File: config.mk
export PLATFORM = sky130hd
export DESIGN_NAME = periodic_task_tick_scheduler_flat
export DESIGN_NICKNAME = d
export VERILOG_FILES = /design/src/hdl/ptts_pkg.sv /design/src/hdl/ptts_in_if.sv /design/src/hdl/ptts_out_if.sv /design/src/hdl/ptts_datapath.sv /design/src/hdl/ptts_ctrl.sv /design/src/hdl/periodic_task_tick_scheduler.sv /design/src/flat_wrapper.sv
export SDC_FILE = /design/constraint.sdc
export NUM_CORES = 1
export LEC_CHECK = 0
export ABC_CLOCK_PERIOD_IN_PS = 7700
export BUFFER_PORTS_ARGS = -buffer_cell sky130_fd_sc_hd__buf_2
export CORE_MARGIN = 1
export CORE_UTILIZATION = 50
export CTS_CLUSTER_DIAMETER = 80
export DETAILED_ROUTE_END_ITERATION = 8
export GPL_TIMING_DRIVEN = 0
export PLACE_DENSITY = 0.74
export SLEW_MARGIN = 20
export SYNTH_ARGS = -nofsm -noshare
export SYNTH_HDL_FRONTEND = slang
export SYNTH_SLANG_ARGS = --single-unit
File: constraint.sdc
create_clock -name clk -period 7.7 [get_ports clk]
set_input_delay 1.155 -clock clk [delete_from_list [all_inputs] [get_ports clk]]
set_output_delay 1.155 -clock clk [all_outputs]
set_load 0.01 [all_outputs]
File: src/hdl/ptts_pkg.sv
// shared types and constants of the periodic task tick scheduler
`default_nettype none

package ptts_pkg;

  // request codes on the input channel
  typedef enum logic [2:0] {
    REQ_CREATE  = 3'd0,
    REQ_DELETE  = 3'd1,
    REQ_SUSPEND = 3'd2,
    REQ_RESUME  = 3'd3,
    REQ_TICK    = 3'd4
  } req_type_t;

  // result status codes
  typedef enum logic [3:0] {
    STAT_CREATED   = 4'd0,
    STAT_RESERVED  = 4'd1,
    STAT_BAD_SLOT  = 4'd2,
    STAT_DELETED   = 4'd3,
    STAT_NOT_EXIST = 4'd4,
    STAT_SUSPENDED = 4'd5,
    STAT_RESUMED   = 4'd6,
    STAT_FIRED     = 4'd7,
    STAT_IDLE      = 4'd8
  } status_t;

  // controller states
  typedef enum logic [1:0] {
    CTL_IDLE,
    CTL_EXEC,
    CTL_WALK,
    CTL_FLUSH
  } ctl_state_t;

  // at most this many fired results are reported per tick
  localparam int MAX_FIRES  = 8;
  localparam int FIRE_CNT_W = 4;

  // controller to datapath
  typedef struct packed {
    logic accept;  // latch the incoming request, arm the walk
    logic exec;    // run a single-slot request and load its result
    logic walk;    // advance the tick walk
    logic flush;   // load the closing result of a tick
  } dp_cmd_t;

  // datapath to controller
  typedef struct packed {
    logic [2:0] req_type;   // type of the request on the input channel
    logic       out_free;   // output register can take a result this cycle
    logic       walk_done;  // every slot has been visited
  } dp_sts_t;

endpackage

`default_nettype wire

File: src/hdl/ptts_in_if.sv
// request channel of the scheduler
`default_nettype none

interface ptts_in_if;
  logic       valid;
  logic       ready;
  logic [2:0] req_type;
  logic [7:0] slot;
  logic [7:0] period;
  logic [7:0] first_delay;

  modport source (output valid, req_type, slot, period, first_delay, input ready);
  modport sink (input valid, req_type, slot, period, first_delay, output ready);
endinterface

`default_nettype wire

File: src/hdl/ptts_out_if.sv
// result channel of the scheduler
`default_nettype none

interface ptts_out_if;
  logic       valid;
  logic       ready;
  logic [3:0] status;
  logic [2:0] task_index;
  logic       last;

  modport source (output valid, status, task_index, last, input ready);
  modport sink (input valid, status, task_index, last, output ready);
endinterface

`default_nettype wire

File: src/hdl/ptts_datapath.sv
// slot table, tick walk pipeline and result register of the scheduler
`default_nettype none

module ptts_datapath #(
  parameter int NUM_TASKS = 8
) (
  input  wire logic              clk,
  input  wire logic              rst_n,
  input  wire ptts_pkg::dp_cmd_t cmd,
  output ptts_pkg::dp_sts_t      sts,
  input  wire logic [2:0]        in_req_type,
  input  wire logic [7:0]        in_slot,
  input  wire logic [7:0]        in_period,
  input  wire logic [7:0]        in_first_delay,
  output logic                   out_valid,
  input  wire logic              out_ready,
  output logic [3:0]             out_status,
  output logic [2:0]             out_task_index,
  output logic                   out_last
);
  import ptts_pkg::*;

  localparam int IW = (NUM_TASKS > 1) ? $clog2(NUM_TASKS) : 1;
  localparam int CW = $clog2(NUM_TASKS + 1);

  // slot state
  logic [NUM_TASKS-1:0] valid_r, valid_nxt;
  logic [NUM_TASKS-1:0] running_r, running_nxt;
  logic [15:0]          mem [NUM_TASKS];  // {period, countdown}

  // latched request
  logic [2:0] req_r;
  logic [7:0] slot_r, period_r, fd_r;

  // walk pipeline
  logic [CW-1:0]         rd_ptr_r, rd_ptr_nxt;
  logic                  p1_vld_r, p1_vld_nxt;
  logic [IW-1:0]         p1_idx_r, p1_idx_nxt;
  logic [7:0]            rd_per_r, rd_cd_r;
  logic [FIRE_CNT_W-1:0] fire_cnt_r, fire_cnt_nxt;
  logic                  pend_vld_r, pend_vld_nxt;
  logic [2:0]            pend_idx_r, pend_idx_nxt;

  // result register
  logic       out_vld_r, out_vld_nxt;
  status_t    out_status_r, out_status_nxt;
  logic [2:0] out_idx_r, out_idx_nxt;
  logic       out_last_r, out_last_nxt;

  logic          in_range, hit, out_free;
  logic [IW-1:0] sidx;
  logic [2:0]    req_idx;
  status_t       exec_status;
  logic          act, fire, report, push, stall, step, rd_en;
  logic [7:0]    p1_idx8;
  logic [2:0]    fire_idx;
  logic          wr_en;
  logic [IW-1:0] wr_addr;
  logic [15:0]   wr_data;

  assign out_free = !out_vld_r || out_ready;

  assign in_range = slot_r < 8'(NUM_TASKS);
  assign sidx     = slot_r[IW-1:0];
  assign hit      = in_range && valid_r[sidx];
  assign req_idx  = in_range ? slot_r[2:0] : 3'd0;

  // single-slot requests
  always_comb begin
    exec_status = STAT_NOT_EXIST;
    valid_nxt   = valid_r;
    running_nxt = running_r;
    unique case (req_r)
      REQ_CREATE: begin
        if (!in_range) begin
          exec_status = STAT_BAD_SLOT;
        end else if (hit) begin
          exec_status = STAT_RESERVED;
        end else begin
          exec_status = STAT_CREATED;
          if (cmd.exec) begin
            valid_nxt[sidx]   = 1'b1;
            running_nxt[sidx] = 1'b1;
          end
        end
      end
      REQ_DELETE: begin
        if (hit) begin
          exec_status = STAT_DELETED;
          if (cmd.exec) begin
            valid_nxt[sidx]   = 1'b0;
            running_nxt[sidx] = 1'b0;
          end
        end
      end
      REQ_SUSPEND: begin
        if (hit) begin
          exec_status = STAT_SUSPENDED;
          if (cmd.exec) begin
            running_nxt[sidx] = 1'b0;
          end
        end
      end
      REQ_RESUME: begin
        if (hit) begin
          exec_status = STAT_RESUMED;
          if (cmd.exec) begin
            running_nxt[sidx] = 1'b1;
          end
        end
      end
      default: ;
    endcase
  end

  // tick walk: stage 0 reads slot rd_ptr, stage 1 updates slot p1_idx
  assign p1_idx8  = 8'(p1_idx_r);
  assign fire_idx = p1_idx8[2:0];
  assign act      = p1_vld_r && valid_r[p1_idx_r] && running_r[p1_idx_r];
  assign fire     = act && (rd_cd_r == 8'd0);
  assign report   = fire && (fire_cnt_r < FIRE_CNT_W'(MAX_FIRES));
  assign push     = report && pend_vld_r;
  assign stall    = push && !out_free;
  assign step     = cmd.walk && !stall;
  assign rd_en    = step && (rd_ptr_r != CW'(NUM_TASKS));

  always_comb begin
    rd_ptr_nxt   = rd_ptr_r;
    p1_vld_nxt   = p1_vld_r;
    p1_idx_nxt   = p1_idx_r;
    fire_cnt_nxt = fire_cnt_r;
    pend_vld_nxt = pend_vld_r;
    pend_idx_nxt = pend_idx_r;
    if (cmd.accept) begin
      rd_ptr_nxt   = '0;
      p1_vld_nxt   = 1'b0;
      fire_cnt_nxt = '0;
      pend_vld_nxt = 1'b0;
    end else if (step) begin
      p1_vld_nxt = rd_en;
      p1_idx_nxt = rd_ptr_r[IW-1:0];
      if (rd_en) begin
        rd_ptr_nxt = rd_ptr_r + CW'(1);
      end
      if (report) begin
        pend_vld_nxt = 1'b1;
        pend_idx_nxt = fire_idx;
        fire_cnt_nxt = fire_cnt_r + FIRE_CNT_W'(1);
      end
    end else if (cmd.flush) begin
      pend_vld_nxt = 1'b0;
    end
  end

  // table write port
  always_comb begin
    wr_en   = 1'b0;
    wr_addr = p1_idx_r;
    wr_data = {rd_per_r, fire ? rd_per_r : rd_cd_r - 8'd1};
    if (cmd.exec && req_r == REQ_CREATE && in_range && !valid_r[sidx]) begin
      wr_en   = 1'b1;
      wr_addr = sidx;
      wr_data = {period_r, fd_r};
    end else if (step && act) begin
      wr_en = 1'b1;
    end
  end

  // result register
  always_comb begin
    out_vld_nxt    = out_vld_r && !out_ready;
    out_status_nxt = out_status_r;
    out_idx_nxt    = out_idx_r;
    out_last_nxt   = out_last_r;
    if (cmd.exec) begin
      out_vld_nxt    = 1'b1;
      out_status_nxt = exec_status;
      out_idx_nxt    = req_idx;
      out_last_nxt   = 1'b1;
    end else if (step && push) begin
      out_vld_nxt    = 1'b1;
      out_status_nxt = STAT_FIRED;
      out_idx_nxt    = pend_idx_r;
      out_last_nxt   = 1'b0;
    end else if (cmd.flush) begin
      out_vld_nxt    = 1'b1;
      out_status_nxt = pend_vld_r ? STAT_FIRED : STAT_IDLE;
      out_idx_nxt    = pend_vld_r ? pend_idx_r : 3'd0;
      out_last_nxt   = 1'b1;
    end
  end

  always_ff @(posedge clk) begin
    if (wr_en) begin
      mem[wr_addr] <= wr_data;
    end
    if (rd_en) begin
      {rd_per_r, rd_cd_r} <= mem[rd_ptr_r[IW-1:0]];
    end
  end

  always_ff @(posedge clk) begin
    if (cmd.accept) begin
      req_r    <= in_req_type;
      slot_r   <= in_slot;
      period_r <= in_period;
      fd_r     <= in_first_delay;
    end
    p1_idx_r     <= p1_idx_nxt;
    pend_idx_r   <= pend_idx_nxt;
    out_status_r <= out_status_nxt;
    out_idx_r    <= out_idx_nxt;
    out_last_r   <= out_last_nxt;
  end

  always_ff @(posedge clk) begin
    if (!rst_n) begin
      valid_r    <= '0;
      running_r  <= '0;
      rd_ptr_r   <= '0;
      p1_vld_r   <= 1'b0;
      fire_cnt_r <= '0;
      pend_vld_r <= 1'b0;
      out_vld_r  <= 1'b0;
    end else begin
      valid_r    <= valid_nxt;
      running_r  <= running_nxt;
      rd_ptr_r   <= rd_ptr_nxt;
      p1_vld_r   <= p1_vld_nxt;
      fire_cnt_r <= fire_cnt_nxt;
      pend_vld_r <= pend_vld_nxt;
      out_vld_r  <= out_vld_nxt;
    end
  end

  assign sts.req_type  = in_req_type;
  assign sts.out_free  = out_free;
  assign sts.walk_done = (rd_ptr_r == CW'(NUM_TASKS)) && !p1_vld_r;

  assign out_valid      = out_vld_r;
  assign out_status     = out_status_r;
  assign out_task_index = out_idx_r;
  assign out_last       = out_last_r;

endmodule

`default_nettype wire

File: src/hdl/ptts_ctrl.sv
// request sequencer of the scheduler
`default_nettype none

module ptts_ctrl (
  input  wire logic              clk,
  input  wire logic              rst_n,
  input  wire logic              in_valid,
  output logic                   in_ready,
  input  wire ptts_pkg::dp_sts_t sts,
  output ptts_pkg::dp_cmd_t      cmd
);
  import ptts_pkg::*;

  ctl_state_t state_r, state_nxt;

  always_ff @(posedge clk) begin
    if (!rst_n) begin
      state_r <= CTL_IDLE;
    end else begin
      state_r <= state_nxt;
    end
  end

  always_comb begin
    state_nxt = state_r;
    in_ready  = 1'b0;
    cmd       = '0;
    unique case (state_r)
      CTL_IDLE: begin
        in_ready   = 1'b1;
        cmd.accept = in_valid;
        if (in_valid) begin
          unique case (sts.req_type) inside
            REQ_CREATE, REQ_DELETE, REQ_SUSPEND, REQ_RESUME: state_nxt = CTL_EXEC;
            REQ_TICK: state_nxt = CTL_WALK;
            default: state_nxt = CTL_IDLE;
          endcase
        end
      end
      CTL_EXEC: begin
        cmd.exec = sts.out_free;
        if (sts.out_free) begin
          state_nxt = CTL_IDLE;
        end
      end
      CTL_WALK: begin
        cmd.walk = 1'b1;
        if (sts.walk_done) begin
          state_nxt = CTL_FLUSH;
        end
      end
      CTL_FLUSH: begin
        cmd.flush = sts.out_free;
        if (sts.out_free) begin
          state_nxt = CTL_IDLE;
        end
      end
      default: state_nxt = CTL_IDLE;
    endcase
  end

endmodule

`default_nettype wire

File: src/hdl/periodic_task_tick_scheduler.sv
// top level of the periodic task tick scheduler
`default_nettype none

// Cooperative periodic task scheduler with NUM_TASKS slots, slot number equal
// to priority. Each request carries a type: create fills a free slot with a
// reload period and a first delay and starts it, delete frees a slot, suspend
// and resume stop and restart its countdown; each of these answers with one
// status result whose last flag is set. A tick request walks the slots from 0
// upward: a valid running slot whose countdown is zero fires and reloads its
// period, other valid running slots count down by one. The tick answers with
// one fired result per firing (at most eight; later firings still reload but
// are not reported), last set on the final one, or a single idle result when
// nothing fired. Request types 5 to 7 are dropped without a result. The fired
// task index and the request slot are reported in three bits.
// One request is handled at a time. Create, delete, suspend and resume load
// their result in the execute state once the result register is free, then
// return to idle for the next request. A tick walks the slots, then loads its
// final result in the flush state and returns to idle: the period and
// countdown table is a memory with one read and one write port and a
// registered read, and the walk reads one slot per cycle, unless stalled,
// while writing back the previous one. A fired result is held in a one-deep
// pending register until the next firing or the end of the walk decides its
// last flag. Every result waits for the result register to be free, so a slow
// result consumer stalls the walk and the single-slot requests cycle for
// cycle. The result register lets the next request be accepted while the
// final result still waits.
// The slot table needs no clearing pass after reset; valid and run bits
// are flip-flops cleared by reset.

module periodic_task_tick_scheduler #(
  parameter int NUM_TASKS = 8
) (
  input  wire logic  clk,
  input  wire logic  rst_n,
  ptts_in_if.sink    in_chan,
  ptts_out_if.source out_chan
);
  import ptts_pkg::*;

  // command and status between sequencer and datapath
  dp_cmd_t cmd;
  dp_sts_t sts;

  // sequencer: accepts a request only when idle, then runs it to completion
  ptts_ctrl u_ctrl (
    .clk      (clk),
    .rst_n    (rst_n),
    .in_valid (in_chan.valid),
    .in_ready (in_chan.ready),
    .sts      (sts),
    .cmd      (cmd)
  );

  // slot table, tick walk and result register
  ptts_datapath #(
    .NUM_TASKS (NUM_TASKS)
  ) u_dp (
    .clk            (clk),
    .rst_n          (rst_n),
    .cmd            (cmd),
    .sts            (sts),
    .in_req_type    (in_chan.req_type),
    .in_slot        (in_chan.slot),
    .in_period      (in_chan.period),
    .in_first_delay (in_chan.first_delay),
    .out_valid      (out_chan.valid),
    .out_ready      (out_chan.ready),
    .out_status     (out_chan.status),
    .out_task_index (out_chan.task_index),
    .out_last       (out_chan.last)
  );

endmodule

`default_nettype wire
File: src/flat_wrapper.sv
// flat-port wrapper written by rule: the top's interface ports become plain ports
module periodic_task_tick_scheduler_flat import ptts_pkg::*;
#(
  parameter int NUM_TASKS = 8
)
  (clk, rst_n, in_chan_valid, in_chan_req_type, in_chan_slot, in_chan_period, in_chan_first_delay, in_chan_ready, out_chan_valid, out_chan_status, out_chan_task_index, out_chan_last, out_chan_ready);
  ptts_in_if in_chan_i ();
  ptts_out_if out_chan_i ();
  input  wire logic clk;
  input  wire logic rst_n;
  input wire logic [$bits(in_chan_i.valid)-1:0] in_chan_valid;
  input wire logic [$bits(in_chan_i.req_type)-1:0] in_chan_req_type;
  input wire logic [$bits(in_chan_i.slot)-1:0] in_chan_slot;
  input wire logic [$bits(in_chan_i.period)-1:0] in_chan_period;
  input wire logic [$bits(in_chan_i.first_delay)-1:0] in_chan_first_delay;
  output wire logic [$bits(in_chan_i.ready)-1:0] in_chan_ready;
  output wire logic [$bits(out_chan_i.valid)-1:0] out_chan_valid;
  output wire logic [$bits(out_chan_i.status)-1:0] out_chan_status;
  output wire logic [$bits(out_chan_i.task_index)-1:0] out_chan_task_index;
  output wire logic [$bits(out_chan_i.last)-1:0] out_chan_last;
  input wire logic [$bits(out_chan_i.ready)-1:0] out_chan_ready;
  assign in_chan_i.valid = in_chan_valid;
  assign in_chan_i.req_type = in_chan_req_type;
  assign in_chan_i.slot = in_chan_slot;
  assign in_chan_i.period = in_chan_period;
  assign in_chan_i.first_delay = in_chan_first_delay;
  assign in_chan_ready = in_chan_i.ready;
  assign out_chan_valid = out_chan_i.valid;
  assign out_chan_status = out_chan_i.status;
  assign out_chan_task_index = out_chan_i.task_index;
  assign out_chan_last = out_chan_i.last;
  assign out_chan_i.ready = out_chan_ready;
  periodic_task_tick_scheduler #(.NUM_TASKS(NUM_TASKS)) u_core (.clk(clk), .rst_n(rst_n), .in_chan(in_chan_i), .out_chan(out_chan_i));
endmodule
==> out/summary.json <==
{
  "timing.max_cap.violations": {"value": 0},
  "finalSetupViolations": {"value": 0},
  "dominantRegCellSynth": {"value": "sky130_fd_sc_hd__edfxtp_1"},
  "yosys_warnings": {"value": 0},
  "cp_startpoint_kind": {"value": "input pin"},
  "post_synth.cell_area_avg": {"value": 15.9, "unit": "um2"},
  "die_w": {"value": 135, "unit": "um"},
  "final-hold-violation-count": {"value": 0},
  "clock_sinks": {"value": 214},
  "gp_congestion": {"value": 0.871},
  "utilization": {"value": 59.2, "unit": "%"},
  "cts_tree": {"value": "built"},
  "grt_usage": {"value": 21.3, "unit": "%"},
  "fin_worst_skew": {"value": 0.00902, "unit": "ns"},
  "antenna_violating_nets_post_route": {"value": 0},
  "drt_iter0_markers": {"value": 323},
  "cts_hold_buffers": {"value": 0},
  "synthCells": {"value": 554},
  "port_buffers": {"value": 40},
  "synthDistinctLibCells": {"value": 51},
  "largest_family_of_logic_cells_by_synthesized_area": {"value": "multiplexers"},
  "synth.area.mux_share": {"value": 12.8, "unit": "%"},
  "syn-cell-area": {"value": 8780, "unit": "um2"},
  "floorplan.core_area": {"value": 17200, "unit": "um2"},
  "status": {"value": "completed"},
  "cp-end-kind": {"value": "flip-flop"},
  "finish.net_count": {"value": 663},
  "globalRoute.totalOverflow": {"value": 0},
  "die-area": {"value": 18100, "unit": "um2"},
  "hp-class": {"value": "reg2reg"},
  "grt_pass1_wl": {"value": 29000, "unit": "um"},
  "cts_resized": {"value": 0},
  "ioPinCount": {"value": 41},
  "synth-edff-count": {"value": 184},
  "post-cts-setup-buffer-count": {"value": 0},
  "worstPathMaxFanout": {"value": 9},
  "total_leakage_power": {"value": 3.38, "unit": "nW"},
  "synth_xor_area_share": {"value": 0.798, "unit": "%"},
  "clock_tree.buffer_depth": {"value": 3},
  "wl_per_cell": {"value": 20.9, "unit": "um"},
  "grt_start_max_net_pins": {"value": 30},
  "row_count": {"value": 48},
  "vias_in_the_first_global_route": {"value": 5305},
  "arrival": {"value": 3.69, "unit": "ns"},
  "grt_antenna_before_repair": {"value": 0},
  "flow.area_growth_from_synthesis": {"value": 16.1, "unit": "%"},
  "layout.cells.most_common": {"value": "sky130_fd_sc_hd__edfxtp_1"},
  "clk_pin_slew": {"value": 0.06, "unit": "ns"},
  "grt_setup_unrepaired": {"value": "false"},
  "timing.setup.tns": {"value": 0, "unit": "ns"},
  "cts_inserted_buffers": {"value": 23},
  "period_needed": {"value": 3.48, "unit": "ns"},
  "relSlewSlack": {"value": 33.3, "unit": "%"},
  "antenna-diode-count": {"value": 0},
  "synthAdderAreaFrac": {"value": 0.712, "unit": "%"},
  "max_freq": {"value": 287, "unit": "MHz"},
  "drive_above_1_share": {"value": 25.2, "unit": "%"},
  "postSynthRegisterBits": {"value": 214},
  "htree_levels": {"value": 1},
  "drc": {"value": 0},
  "via_per_inst": {"value": 5.88},
  "timing_max_transition_violations_final": {"value": 0},
  "period_share": {"value": 45.2, "unit": "%"},
  "post_synth_and_or_nand_nor_area_fraction": {"value": 7.85, "unit": "%"},
  "worst-setup-path-type": {"value": "in2reg"},
  "powerDensity": {"value": 235, "unit": "nW/um2"},
  "detailroute.via_count": {"value": 5104},
  "clk_latency": {"value": 0.50, "unit": "ns"},
  "synth_compound_gate_area_share": {"value": 6.00, "unit": "%"},
  "finalWirelength": {"value": 18100, "unit": "um"},
  "portion_of_the_post_synthesis_area_used_by_sequential_elements": {"value": 69.7, "unit": "%"},
  "firstDrtPassIters": {"value": 4},
  "ffs_w_async_s_r_synth": {"value": 0, "unit": "%"},
  "synth_fp_nets": {"value": 590},
  "dp_hpwl": {"value": 12100, "unit": "um"},
  "critical_path_required": {"value": 7.91, "unit": "ns"},
  "die_height": {"value": 135, "unit": "um"},
  "worst_slew_pin_slew": {"value": 1.00, "unit": "ns"},
  "max-vdd-ir-drop": {"value": 0.000212, "unit": "V"},
  "floorplan.initialDensity": {"value": 51.0, "unit": "%"},
  "layout.cells.most_common_list": {"value": "sky130_fd_sc_hd__edfxtp_1 (184), sky130_fd_sc_hd__nand2_1 (63), sky130_fd_sc_hd__buf_2 (48)"},
  "cts.root.buffer_cell": {"value": "sky130_fd_sc_hd__clkbuf_16"}
}
Yosys cell counts, drive strengths merged, types with 4 or more instances:
cell type	count	area (um2)
o211ai	5	37.5
o21ai	20	100
mux2	16	180
a211oi	5	37.5
xor2	4	35.0
mux4	36	811
edfxtp	184	5530
and2	4	25.0
clkbuf	16	60.1
nor3	7	35.0
nor2	28	105
nand3	9	45.0
buf	11	58.8
nand2	63	236
a32o	6	60.1
nand2b	5	31.3
nor3b	4	30.0
a31oi	8	56.3
xnor2	4	35.0
nor2b	5	31.3
a21oi	13	65.1
ha	5	62.6
dfxtp	30	601
inv	17	63.8
nand4	5	46.3
mux2i	11	135
cells by family after synthesis:
kind of cell / after synthesis
buf+inv: 44
flops: 214
compound gates: 78
simple gates: 142
mux: 63
fa+ha+maj: 5
xor+xnor: 8
critical path, stage by stage:
cell                       delay, ns
sky130_fd_sc_hd__buf_2          0.08
sky130_fd_sc_hd__nor2b_1        0.03
sky130_fd_sc_hd__clkbuf_1       0.19
sky130_fd_sc_hd__nor4b_4        0.51
sky130_fd_sc_hd__nand4_1        0.51
sky130_fd_sc_hd__nor2_1         0.31
sky130_fd_sc_hd__a31oi_1        0.13
sky130_fd_sc_hd__o21ai_2        0.53
sky130_fd_sc_hd__buf_8          0.23
stage by stage:
step	hold WS (ns)	worst slack [ns]	area, um2	power [mW]	instances
3_3_place_gp	0.464	2.58	9270	1.36	819
2_1_floorplan	0.429	4.04	8780	1.34	554
6_report	0.475	4.22	10200	2.39	868
4_1_cts	0.472	4.22	10200	2.41	868
3_5_place_dp	0.463	3.71	9480	1.37	827
5_1_grt	0.503	4.00	10200	2.47	868
sequential cells by signal (all words and copies together) (netlist names), 2 cells and up, named ones only:
| signal | count |
|---|---|
| u_core.u_dp.mem | 128 |
| u_core.u_dp.fd_r | 8 |
| u_core.u_dp.period_r | 8 |
| u_core.u_dp.rd_cd_r | 8 |
| u_core.u_dp.rd_per_r | 8 |
| u_core.u_dp.slot_r | 8 |
| u_core.u_dp.fire_cnt_r | 4 |
| u_core.u_dp.out_status | 4 |
| u_core.u_dp.rd_ptr_r | 4 |
| u_core.u_dp.fire_idx | 3 |
| u_core.u_dp.out_task_index | 3 |
| u_core.u_dp.pend_idx_r | 3 |
| u_core.u_dp.req_r | 3 |
| u_core.u_ctrl.state_r | 2 |
final cells by class:
type                       count  area, um2
inverter                      17       63.8
fill                        1255       7040
clock buffer                  23        576
clock inverter                18        148
tap                          225        282
timing repair buffer          48        320
buffer                        27        119
sequential                   214       6130
multi-input combinational    296       2560
path summary, 6_finish.rpt:
kind | from | to | slack [ns] | cells past startpoint
max | out_chan_ready | u_core.u_dp.mem[1][15] | 4.22 | 9
max reg2reg | u_core.u_dp.fire_idx[1] | u_core.u_dp.mem[0][2] | 4.42 | 6
min reg2reg | u_core.u_dp.out_last | u_core.u_dp.out_last | 0.47 | 2
min | u_core.u_dp.out_last | u_core.u_dp.out_last | 0.47 | 2
report_power, final:
part	internal [mW]	switching, mW	total [mW]
clock network	0.614	0.437	1.05
registers	1.27	0.00821	1.28
logic	0.0236	0.0435	0.0672
total	1.91	0.489	2.39
per-layer routing:
| metal | vias to the layer above | GRT usage [%] | wire [um] |
|---|---|---|---|
| met5 | - | 0 | 0 |
| met4 | 0 | 6.43 | 437 |
| met3 | 36 | 3.19 | 991 |
| met2 | 190 | 36.2 | 9090 |
| met1 | 2569 | 28.7 | 7610 |
| li1 | 2309 | - | - |
(Power assumes the default switching activity.)
